--- config.mk ---
export PLATFORM = sky130hd
export DESIGN_NAME = vgm_front
export DESIGN_NICKNAME = d
export VERILOG_FILES = /design/src/rtl/vgm_pkg.sv /design/src/rtl/vgm_front.sv
export VERILOG_INCLUDE_DIRS = /design/src /design/src/rtl
export SDC_FILE = /design/constraint.sdc
export NUM_CORES = 1
export LEC_CHECK = 0
export BUFFER_PORTS_ARGS = -buffer_cell sky130_fd_sc_hd__clkbuf_2
export CAP_MARGIN = 30
export CORE_ASPECT_RATIO = 1.75
export CORE_MARGIN = 1.5
export CORE_UTILIZATION = 35
export DETAILED_ROUTE_END_ITERATION = 8
export PLACE_DENSITY = 0.68
export SETUP_SLACK_MARGIN = 0.1
export SKIP_CTS_REPAIR_TIMING = 1
export SLEW_MARGIN = 20
export SYNTH_ARGS = -nofsm -noshare
export SYNTH_HDL_FRONTEND = slang
export SYNTH_SLANG_ARGS = --single-unit
--- constraint.sdc ---
create_clock -name clk -period 5.08 [get_ports clk]
set_input_delay 0.254 -clock clk [delete_from_list [all_inputs] [get_ports clk]]
set_output_delay 0.254 -clock clk [all_outputs]
set_load 0.005 [all_outputs]
--- src/rtl/assert_macros.svh ---
// Assertion helpers shared by vgm_front and vgm_engine.
`ifndef ASSERT_MACROS_SVH
`define ASSERT_MACROS_SVH
`ifndef SYNTHESIS
`define ASSERT_CLK(label, clk, rst_n, prop, msg) \
    label: assert property (@(posedge clk) disable iff (!rst_n) (prop)) else $error(msg);
`define ASSERT_NEVER(label, clk, rst_n, cond, msg) \
    label: assert property (@(posedge clk) disable iff (!rst_n) !(cond)) else $error(msg);
`else
`define ASSERT_CLK(label, clk, rst_n, prop, msg)
`define ASSERT_NEVER(label, clk, rst_n, cond, msg)
`endif
`endif

--- src/rtl/vgm_pkg.sv ---
package vgm_pkg;
    localparam int EDGE_CELLS_DEF = 16;
    localparam int ID_BITS_DEF = 8;
    localparam int CRD_W = 4;
    localparam int IN_W = 24;
    localparam int OUT_W = 64;

    typedef enum logic [1:0] {
        ACT_WRITE = 2'd0,
        ACT_START = 2'd1,
        ACT_FETCH = 2'd2,
        ACT_NONE  = 2'd3
    } action_t;

    // Command handed from the front end to the engine through the queue.
    typedef struct packed {
        action_t     act;
        logic [3:0]  x;
        logic [3:0]  y;
        logic [3:0]  z;
        logic [7:0]  id;
    } cmd_t;

    typedef enum logic [3:0] {
        ST_IDLE,
        ST_CLR,
        ST_SCAN,
        ST_RUN,
        ST_ROWCHK,
        ST_ROWMARK,
        ST_EMIT,
        ST_DONE
    } eng_state_t;

    function automatic logic [3:0] bright(input logic [2:0] dir);
        logic [3:0] b;
        begin
            case (dir)
                3'd0: b = 4'd13;
                3'd1: b = 4'd14;
                3'd2: b = 4'd11;
                3'd3: b = 4'd15;
                3'd4: b = 4'd12;
                3'd5: b = 4'd14;
                default: b = 4'd0;
            endcase
            return b;
        end
    endfunction

    // Vertex table: {add height, add width, u code[1:0], v code[1:0]}.
    function automatic logic [5:0] vtx(input logic [2:0] dir, input logic [1:0] k);
        logic [5:0] e;
        begin
            case ({dir, k})
                5'b000_00: e = 6'b1_1_01_00;
                5'b000_01: e = 6'b1_0_00_00;
                5'b000_10: e = 6'b0_1_01_10;
                5'b000_11: e = 6'b0_0_00_10;
                5'b001_00: e = 6'b1_1_00_00;
                5'b001_01: e = 6'b0_1_00_10;
                5'b001_10: e = 6'b1_0_01_00;
                5'b001_11: e = 6'b0_0_01_10;
                5'b010_00: e = 6'b1_1_01_00;
                5'b010_01: e = 6'b0_1_00_00;
                5'b010_10: e = 6'b1_0_01_10;
                5'b010_11: e = 6'b0_0_00_10;
                5'b011_00: e = 6'b1_1_10_01;
                5'b011_01: e = 6'b1_0_10_00;
                5'b011_10: e = 6'b0_1_00_01;
                5'b011_11: e = 6'b0_0_00_00;
                5'b100_00: e = 6'b1_1_00_00;
                5'b100_01: e = 6'b1_0_00_01;
                5'b100_10: e = 6'b0_1_10_00;
                5'b100_11: e = 6'b0_0_10_01;
                5'b101_00: e = 6'b1_1_10_00;
                5'b101_01: e = 6'b0_1_00_00;
                5'b101_10: e = 6'b1_0_10_01;
                5'b101_11: e = 6'b0_0_00_01;
                default:   e = 6'b0;
            endcase
            return e;
        end
    endfunction
endpackage

--- src/rtl/vgm_front.sv ---
// Front end: classifies items and queues the ones that need work.
`include "assert_macros.svh"
module vgm_front (
    input  logic                clk,
    input  logic                rst_n,
    input  logic                s_tvalid,
    output logic                s_tready,
    input  logic [23:0]         s_tdata,
    output logic                q_valid,
    input  logic                q_pop,
    output vgm_pkg::cmd_t       q_cmd
);
    import vgm_pkg::*;

    localparam int DEPTH = 2;

    cmd_t        mem_reg [DEPTH];
    logic        wp_reg, wp_next, rp_reg, rp_next;
    logic [1:0]  cnt_reg, cnt_next;
    cmd_t        in_cmd;
    logic        push;

    always_comb
    begin
        in_cmd.act = action_t'(s_tdata[1:0]);
        in_cmd.x   = s_tdata[5:2];
        in_cmd.y   = s_tdata[9:6];
        in_cmd.z   = s_tdata[13:10];
        in_cmd.id  = s_tdata[21:14];
    end

    assign s_tready = (cnt_reg != 2'(DEPTH));
    // Unknown actions are consumed here and never reach the engine.
    assign push = s_tvalid && s_tready && (in_cmd.act != ACT_NONE);
    assign q_valid = (cnt_reg != 2'd0);
    assign q_cmd = mem_reg[rp_reg];

    always_comb
    begin
        wp_next = push ? ~wp_reg : wp_reg;
        rp_next = q_pop ? ~rp_reg : rp_reg;
        cnt_next = cnt_reg + {1'b0, push} - {1'b0, q_pop};
    end

    always_ff @(posedge clk)
    begin
        if (push)
        begin
            mem_reg[wp_reg] <= in_cmd;
        end
    end

    always_ff @(posedge clk or negedge rst_n)
    begin
        if (!rst_n)
        begin
            wp_reg <= 1'b0;
            rp_reg <= 1'b0;
            cnt_reg <= 2'd0;
        end
        else
        begin
            wp_reg <= wp_next;
            rp_reg <= rp_next;
            cnt_reg <= cnt_next;
        end
    end

    `ASSERT_NEVER(a_pop_empty, clk, rst_n, q_pop && !q_valid, "pop from empty queue")
    `ASSERT_CLK(a_cnt_range, clk, rst_n, cnt_reg <= 2'(DEPTH), "queue count out of range")
    `ASSERT_CLK(a_cnt_step, clk, rst_n,
        (push && !q_pop) |=> cnt_reg == $past(cnt_reg) + 2'd1, "queue count step")
endmodule

==> out/metrics.cfg, run 1 <==
[drt]
detail_route.wirelength_um = 2959
ant_nets = 0
wl_per_cell_um = 14.80
vias = 936
dr.pass1.iters = 2
drc = 0
drt_iter0_drc = 5
viasPerCell = 4.680

[min_path]
min_from = s_tdata[12]
hold_path.class = in -> reg

[placed_design]
hpwl_um = 2211
portBuffers = 49
place_congestion = 0.6585
placedCellCount = 190
post_dp_cell_area_um2 = 2116

[yosys]
synth_seq_area_share = 0.7939
yosysMostFrequentCell = edfxtp_1
yosys_warnings = 0
synth_nets = 116
syn_area_um2 = 1790
synthTopCellsByArea = edfxtp_1 74%, mux2_2 14%, dfrtp_1 5.6%
synth.distinct_cells = 14
yosys-top-cells-count = 44 x edfxtp_1, 22 x mux2_2, 4 x dfrtp_1, 4 x xnor2_1
synth_ff_type = edfxtp_1
synth_top_area_frac = 0.7379
yosys.area.top_type = edfxtp_1
ys_async_sr_fraction = 0.08333
syn_inst = 87
ys_ff_latch = 48
synth_area_per_cell_um2 = 20.58
synth-edff-count = 44

[worst_setup_path]
worstPathRequired_ps = 4830
r2r-start = cnt_reg[1]$_DFF_PN0_
critPathArrivalTime_ps = 1530
cp-startpoint = rp_reg$_DFFE_PN0P_
crit_path_end_kind = output pin
worst-setup-path-type = reg -> out
startpoint_type = flip-flop
crit_fanout = 17

[pwr]
cellPowerDensity_nw_per_um2 = 496.3
leakage_nw = 0.8578
ir_drop_uv = 273.7

[finish]
fin_cells = 200
antennaDiodeCount = 0
stdcell_area_um2 = 2233
layout-drive-gt1-share = 0.5616
utilization = 0.4526
finalNetCount = 174
syn2layout_area_growth_pct = 24.74
largest_reg_flops = 44

[timing]
worstMarginPinSlew_ps = 505.0
relSlewSlack = 0.6630
rsz0062_at_grt = false
final_max_slew_viol_count = 0
tns_ps = 0
hold_slack_ps = 154.1
fin_crit_sh = 0.3505
fmax_ghz = 0.5616
fin_worst_skew_ps = 2.990
setup-violations-final = 0
hold_viol = 0
period_needed_ps = 1781

[clock_network]
cts_buffers = 5
cts_root_buffer = clkbuf_8
clock_sinks = 48
cts_max_path_buffers = 2
clock_latency_ps = 280
htreeDepth = 2
cts_tree = done
clk_pin_slew_ps = 80

[global_route]
grt_max_degree = 24
grt.overflow.total = 0
grt_usage = 0.1152
gr-usage-met3 = 0.03196
grt_busiest_layer = met2
grt_pass1_vias = 1060
antenna_found_initial = 0
use_met2 = 0.2166
grt_pass1_wl_um = 4781
met1_usage = 0.1066

[die]
die_y_um = 97.62
die_x_um = 57.07
core-area_um2 = 4935
initial_core_util = 0.3628
io_pins = 52
design.die.area_um2 = 5570
rows = 34

[outcome]
status = complete, no violations

[job]
cap_viol_max_count = 0

final cells by class:
type	instances	area (µm²)
inverter	2	7.507
timing repair buffer	53	312.8
sequential	48	1421
tap	54	67.56
clock buffer	7	76.32
multi-input combinational	35	344.1
clock inverter	1	3.754
fill	457	2701
report_power, final:
part | leakage (nW) | switching [mW] | internal (mW) | total [mW]
Clock | 0.0399 | 0.108 | 0.0958 | 0.204
Combinational | 0.366 | 0.155 | 0.192 | 0.347
Sequential | 0.452 | 0.0365 | 0.521 | 0.558
routing by layer:
layer	wire length [µm]	vias to the layer above	part of all wire
li1	-	450	-
met1	983	445	0.33
met2	1776	37	0.60
met3	153	4	0.052
met4	46	0	0.016
met5	0	-	0
kinds of logic after synthesis:
group                    Yosys count  synth area share
adder cells (fa/ha/maj)            1          0.006987
XOR/XNOR                           5           0.02446
multiplexers                      22            0.1384
AO/OA/AOI/OAI                      1          0.003496
flip-flops                        48            0.7939
buffers and inverters              4           0.01677
AND/OR/NAND/NOR                    6           0.01607
cell usage in the layout, fill, tap and decap left out, types with 2 or more instances in the layout:
cell,n
clkbuf_8,5
clkbuf_1,2
mux2_2,22
xnor2_1,4
inv_1,2
dfrtp_1,4
edfxtp_1,44
clkbuf_2,49
nor2_2,2
buf_8,2
final timing paths:
| kind | endpoint | slack [ps] | depth (start not counted) |
|---|---|---|---|
| max | q_cmd[11] | 3300 | 3 |
| min | mem_reg[0][10]$_DFFE_PP_ | 150 | 1 |
| max reg2reg | mem_reg[1][19]$_DFFE_PP_ | 3300 | 4 |
| min reg2reg | wp_reg$_DFFE_PN0P_ | 530 | 1 |
| max in group asynchronous | rp_reg$_DFFE_PN0P_ | 4660 | 2 |
| min in group asynchronous | cnt_reg[0]$_DFF_PN0_ | 300 | 2 |
critical path: stages (launching register included):
cell      delay [ps]
dfrtp_1          570
buf_16           210
mux2_2           340
clkbuf_2         120
per-stage QoR:
step           total power [mW]  setup WS (ps)
2_1_floorplan            0.7621           3029
3_3_place_gp             0.8679           3054
3_5_place_dp             0.8982           3279
4_1_cts                   1.105           2950
5_1_grt                   1.175           3169
6_report                  1.109           3299
Power figures use the tool's default switching activity.
==> run 2: changes to the inputs <==
==> constraint.sdc (replaced) <==
create_clock -name clk -period 1.82 [get_ports clk]
set_input_delay 0.091 -clock clk [delete_from_list [all_inputs] [get_ports clk]]
set_output_delay 0.091 -clock clk [all_outputs]
set_load 0.005 [all_outputs]
==> run 2 against run 1 <==
The run now ends with hold timing left. Final area increased by 9.6%. Register-to-register slack got worse by 3000 ps. Final cell count increased by 10%.
==> out/metrics.cfg, run 2 (synthesis results as in run 1) <==
[die]
die_x_um = 57.07  ; unchanged
io_pins = 52  ; unchanged
initial_core_util = 0.3628  ; unchanged
design.die.area_um2 = 5570  ; unchanged
rows = 34  ; unchanged
die_y_um = 97.62  ; unchanged
core-area_um2 = 4935  ; unchanged

[drt]
drt_iter0_drc = 15  ; was 5
viasPerCell = 4.595  ; was 4.680
ant_nets = 0  ; unchanged
wl_per_cell_um = 13.42  ; was 14.80 µm
drc = 0  ; unchanged
detail_route.wirelength_um = 2953  ; was 2959 µm
vias = 1011  ; was 936
dr.pass1.iters = 4  ; was 2

[finish]
utilization = 0.4959  ; was 0.4526
multi_input_area_um2 = 344.1  ; unchanged
syn2layout_area_growth_pct = 36.69  ; was 24.74%
largest_reg_flops = 44  ; unchanged
antennaDiodeCount = 0  ; unchanged
regArea_um2 = 1421  ; unchanged
layout-drive-gt1-share = 0.5060  ; was 0.5616
mostFrequentLayoutCell = clkbuf_2  ; unchanged
most-common-layout-cells = 49 x clkbuf_2, 44 x edfxtp_1, 22 x mux2_2  ; unchanged
fillCellCount = 437  ; was 457
fin_cells = 220  ; was 200
finalNetCount = 194  ; was 174

[timing]
fmax_ghz = 0.6394
rsz0062_at_grt = false  ; unchanged
relSlewSlack = 0.8378  ; was 0.6630
hold_slack_ps = -0.1447  ; was 154.1 ps
fin_crit_sh = 0.8594
period_needed_ps = 1564
worstMarginPinSlew_ps = 242.7  ; was 505.0 ps
final_max_slew_viol_count = 0  ; unchanged
fin_worst_skew_ps = 5.263  ; was 2.990 ps
setup-violations-final = 0  ; unchanged
tns_ps = 0  ; unchanged
hold_viol = 2  ; was 0

[clock_network]
cts_root_buffer = clkbuf_8  ; unchanged
cts_buffers = 5  ; unchanged
clock_sinks = 48  ; unchanged
cts_max_path_buffers = 2  ; unchanged
htreeDepth = 2  ; unchanged
cts_tree = done  ; unchanged
clk_pin_slew_ps = 80  ; about the same
clock_latency_ps = 290  ; was 280 ps

[worst_setup_path]
worst-setup-path-type = reg -> reg  ; was reg -> out
critPathArrivalTime_ps = 1770  ; was 1530 ps
worstPathRequired_ps = 2020  ; was 4830 ps
path_cells = nand2b_1 -> nand3_1 -> xnor2_1 -> ha_1 -> xnor2_1 -> xnor2_1  ; was buf_16 -> mux2_2 -> clkbuf_2
startpoint_type = flip-flop  ; unchanged
crit_path_end_kind = flip-flop  ; was output pin
cpPeakStageDelay_ps = 410  ; was 570 ps
crit_top_cell = xnor2_1
crit_fanout = 4  ; was 17
cp_slowest_cell = dfrtp_1  ; unchanged

[min_path]
hold_path.class = in -> reg  ; unchanged

[global_route]
antenna_found_initial = 0  ; unchanged
grt_usage = 0.1104  ; was 0.1152
grt_pass1_vias = 995  ; was 1060
grt_pass1_wl_um = 4636  ; was 4781 µm
grt.overflow.total = 0  ; unchanged
grt_max_degree = 23  ; was 24

[placed_design]
place_congestion = 0.6468  ; was 0.6585
placedCellCount = 192  ; was 190
portBuffers = 49  ; unchanged

[pwr]
ir_drop_uv = 718.2  ; was 273.7 µV
cellPowerDensity_nw_per_um2 = 1324  ; was 496.3 nW/µm²
power_mw = 3.240  ; was 1.109 mW
leakage_nw = 0.9499  ; was 0.8578 nW

[job]
cap_viol_max_count = 0  ; unchanged

[outcome]
status = finished, violations left  ; was complete, no violations
violations = hold timing

## run 2: changes by cell type in the layout (fill, tap and decap cells not counted), sizes merged
cell / before / now
clkinv: 1 / 2
bufinv: 0 / 1
clkbuf: 56 / 54
dlygate4sd3: 1 / 20
buf: 3 / 4
## run 2: final cells by class
type                            instances  area share
Sequential cell                        48      0.5808
Timing Repair Buffer                   73      0.2045
Multi-Input combinational cell         35      0.1406
Clock buffer                            5     0.02812
Tap cell                               54     0.02761
Clock inverter                          3     0.01534
Inverter                                2    0.003067
## run 2: critical path: cells and delay by family, from the launching register on
| kind | cells | cell delay (ps) |
|---|---|---|
| xor gates and xnor gates | 3 | 530 |
| and+or+nand+nor | 2 | 340 |
| adders and majority gates | 1 | 200 |
| DFF | 1 | 410 |
## run 2: path summary, 6_finish.rpt
kind / slack, ps / end / start / cells after the start
setup / recovery: 260 / cnt_reg[1]$_DFF_PN0_ / cnt_reg[1]$_DFF_PN0_ / 6
hold / removal: -0.1 / mem_reg[0][6]$_DFFE_PP_ / s_tdata[20] / 1
setup reg to reg: 260 / cnt_reg[1]$_DFF_PN0_ / cnt_reg[1]$_DFF_PN0_ / 6
hold reg to reg: 520 / cnt_reg[0]$_DFF_PN0_ / cnt_reg[0]$_DFF_PN0_ / 1
max in group asynchronous: 1540 / rp_reg$_DFFE_PN0P_ / rst_n / 2
min in group asynchronous: 150 / wp_reg$_DFFE_PN0P_ / rst_n / 2
## run 2: power breakdown
part | switching [mW] | internal (mW)
clock network | 0.313 | 0.400
logic | 0.456 | 0.547
registers | 0.0695 | 1.45
## run 2: per-layer routing
metal  track usage  share of wire  vias to the layer above
met4       0.04830          0.021                        0
met5             0              0                        -
met1        0.1105           0.35                      485
met2        0.2016           0.58                       34
met3       0.03329          0.045                        6
li1              -              -                      486
## run 2: stage by stage
step	area [µm²]	worst slack (ps)	hold WS, ps
floorplan	1790	-231.0	-204.6
global placement	2141	375.5	-98.47
detailed placement	2141	239.2	-91.22
CTS	2247	222.9	-408.3
global route	2447	121.0	0.2534
finish	2447	255.9	-0.1447
==> run 3: changes to the inputs <==
--- a/config.mk
+++ b/config.mk
@@ -10,9 +10,9 @@
 export CAP_MARGIN = 30
 export CORE_ASPECT_RATIO = 1.75
 export CORE_MARGIN = 1.5
-export CORE_UTILIZATION = 35
+export CORE_UTILIZATION = 30
 export DETAILED_ROUTE_END_ITERATION = 8
-export PLACE_DENSITY = 0.68
+export PLACE_DENSITY = 0.61
 export SETUP_SLACK_MARGIN = 0.1
 export SKIP_CTS_REPAIR_TIMING = 1
 export SLEW_MARGIN = 20
==> run 3 against run 2 <==
The run now ends clean. Via count increased by 2.7%. Clock power increased by 1%. Worst hold slack improved by 14 ps. Critical path depth unchanged. Critical path type unchanged. Highest routed layer unchanged.
==> out/metrics.cfg, run 3 (synthesis results as in run 1) <==
[outcome]
status = complete, no violations  ; was finished, violations left

[drt]
vias = 1038  ; was 1011
viasPerCell = 4.202  ; was 4.595
dr.pass1.iters = 3  ; was 4
highest_layer = met4  ; unchanged
wl_met1_um = 1119  ; was 1032 µm
wl_met2_um = 2120  ; was 1724 µm
ant_nets = 0  ; unchanged
drt_iter0_drc = 31  ; was 15
wl_per_cell_um = 13.92  ; was 13.42 µm
drc = 0  ; unchanged
detail_route.wirelength_um = 3439  ; was 2953 µm
route.met3.wl_um = 142  ; was 134 µm

[clock_network]
clock_sinks = 48  ; unchanged
cts_root_buffer = clkbuf_8  ; unchanged
cts_buffers = 5  ; unchanged
cts_tree = done  ; unchanged
cts_max_path_buffers = 2  ; unchanged
clock_latency_ps = 290  ; about the same
clk_pin_slew_ps = 80  ; about the same
htreeDepth = 2  ; unchanged

[timing]
worstMarginPinSlew_ps = 244.2  ; was 242.7 ps
fmax_ghz = 0.6380  ; was 0.6394 GHz
hold_slack_ps = 13.97  ; was -0.1447 ps
setup-violations-final = 0  ; unchanged
hold_viol = 0  ; was 2
relSlewSlack = 0.8365  ; was 0.8378
final_max_slew_viol_count = 0  ; unchanged
period_needed_ps = 1567  ; was 1564 ps
fin_worst_skew_ps = 8.919  ; was 5.263 ps
rsz0062_at_grt = false  ; unchanged
fin_crit_sh = 0.8612  ; was 0.8594

[worst_setup_path]
crit_path_end_kind = flip-flop  ; unchanged
r2r_slack_ps = 250  ; was 260 ps
cpPeakStageDelay_ps = 390  ; was 410 ps
critPathArrivalTime_ps = 1790  ; was 1770 ps
cp_slowest_cell = dfrtp_1  ; unchanged
worst-setup-path-type = reg -> reg  ; unchanged
startpoint_type = flip-flop  ; unchanged
path_cells = nand2b_1 -> nand3_2 -> xnor2_1 -> ha_1 -> xnor2_1 -> xnor2_1  ; was nand2b_1 -> nand3_1 -> xnor2_1 -> ha_1 -> xnor2_1 -> xnor2_1
crit_top_cell = xnor2_1  ; unchanged
worst-path-buf-inv = 0  ; unchanged
rr_worst_depth = 6  ; unchanged
crit_fanout = 4  ; unchanged
cp_top_family = XOR/XNOR gates  ; unchanged
r2r-start = cnt_reg[0]$_DFF_PN0_  ; was cnt_reg[1]$_DFF_PN0_
worstPathRequired_ps = 2040  ; was 2020 ps
r2r_end = cnt_reg[1]$_DFF_PN0_  ; unchanged

[die]
die_x_um = 61.40  ; was 57.07 µm
initial_core_util = 0.3069  ; was 0.3628
io_pins = 52  ; unchanged
rows = 37  ; was 34
die_y_um = 105.2  ; was 97.62 µm
core-area_um2 = 5833  ; was 4935 µm²
design.die.area_um2 = 6459  ; was 5570 µm²

[pwr]
cellPowerDensity_nw_per_um2 = 1316  ; was 1324 nW/µm²
leakage_nw = 0.9604  ; was 0.9499 nW
ir_drop_uv = 674.6  ; was 718.2 µV
power_mw = 3.266  ; was 3.240 mW

[global_route]
antenna_found_initial = 0  ; unchanged
grt_max_degree = 16  ; was 23
grt_pass1_vias = 1070  ; was 995
grt_usage = 0.1099  ; was 0.1104
grt.overflow.total = 0  ; unchanged
grt_pass1_wl_um = 5071  ; was 4636 µm

[finish]
mostFrequentLayoutCell = clkbuf_2  ; unchanged
most-common-layout-cells = 49 x clkbuf_2, 44 x edfxtp_1, 22 x mux2_2  ; unchanged
stdcell_area_um2 = 2482  ; was 2447 µm²
fillCellCount = 569  ; was 437
largest_reg_flops = 44  ; unchanged
finalNetCount = 197  ; was 194
syn2layout_area_growth_pct = 38.64  ; was 36.69%
antennaDiodeCount = 0  ; unchanged
layout-drive-gt1-share = 0.5148  ; was 0.5060

[placed_design]
place_congestion = 0.7542  ; was 0.6468
hpwl_um = 2428
portBuffers = 49  ; unchanged
post_dp_cell_area_um2 = 2161  ; was 2141 µm²

[min_path]
min_path_cells = 1  ; unchanged
hold_path_end = mem_reg[0][20]$_DFFE_PP_  ; was mem_reg[0][6]$_DFFE_PP_
min_from = s_tdata[0]  ; was s_tdata[20]
hold_path.class = in -> reg  ; unchanged

[job]
cap_viol_max_count = 0  ; unchanged

[run 3: per-layer routing]
layer  track usage  vias to the layer above
met5             0                        -
met2        0.2052                       33
met4       0.04711                        0
met3       0.03218                        7
li1              -                      490
met1        0.1020                      508
[run 3: area by class of cell]
type / instances / area, µm² / area share
clock buffers: 5 / 68.82 / 0.02772
clock inverters: 3 / 37.54 / 0.01512
inverters: 2 / 7.507 / 0.003024
multi-input cells: 35 / 349.1 / 0.1406
flip-flops and latches: 48 / 1421 / 0.5726
well taps: 78 / 97.59 / 0.03931
repair buffers: 76 / 500.5 / 0.2016
[run 3: how the worst max path moves through the flow]
stage	cells past startpoint	slack [ps]	to	start
finish	6	250	cnt_reg[1]$_DFF_PN0_	cnt_reg[0]$_DFF_PN0_
global route	6	170	cnt_reg[1]$_DFF_PN0_	cnt_reg[0]$_DFF_PN0_
CTS	6	170	cnt_reg[1]$_DFF_PN0_	cnt_reg[0]$_DFF_PN0_
detailed placement	6	210	cnt_reg[1]$_DFF_PN0_	cnt_reg[0]$_DFF_PN0_
global placement	6	360	cnt_reg[1]$_DFF_PN0_	cnt_reg[1]$_DFF_PN0_
floorplan	3	-230	mem_reg[0][0]$_DFFE_PP_	cnt_reg[1]$_DFF_PN0_
[run 3: per-stage QoR]
step | worst slack [ps] | util | TNS [ps] | instances
floorplan | -231.0 | - | -10160 | 87
global placement | 362.4 | 0.3704 | 0 | 218
detailed placement | 206.1 | 0.3704 | 0 | 218
CTS | 169.1 | 0.3887 | 0 | 226
global route | 167.3 | 0.4256 | 0 | 247
finish | 252.6 | 0.4256 | 0 | 247
[run 3: report_power, final]
group	total, mW	switching (mW)	internal, mW
clock	0.721	0.321	0.400
sequential	1.53	0.0779	1.46
combinational	1.01	0.474	0.538
total	3.27	0.873	2.39
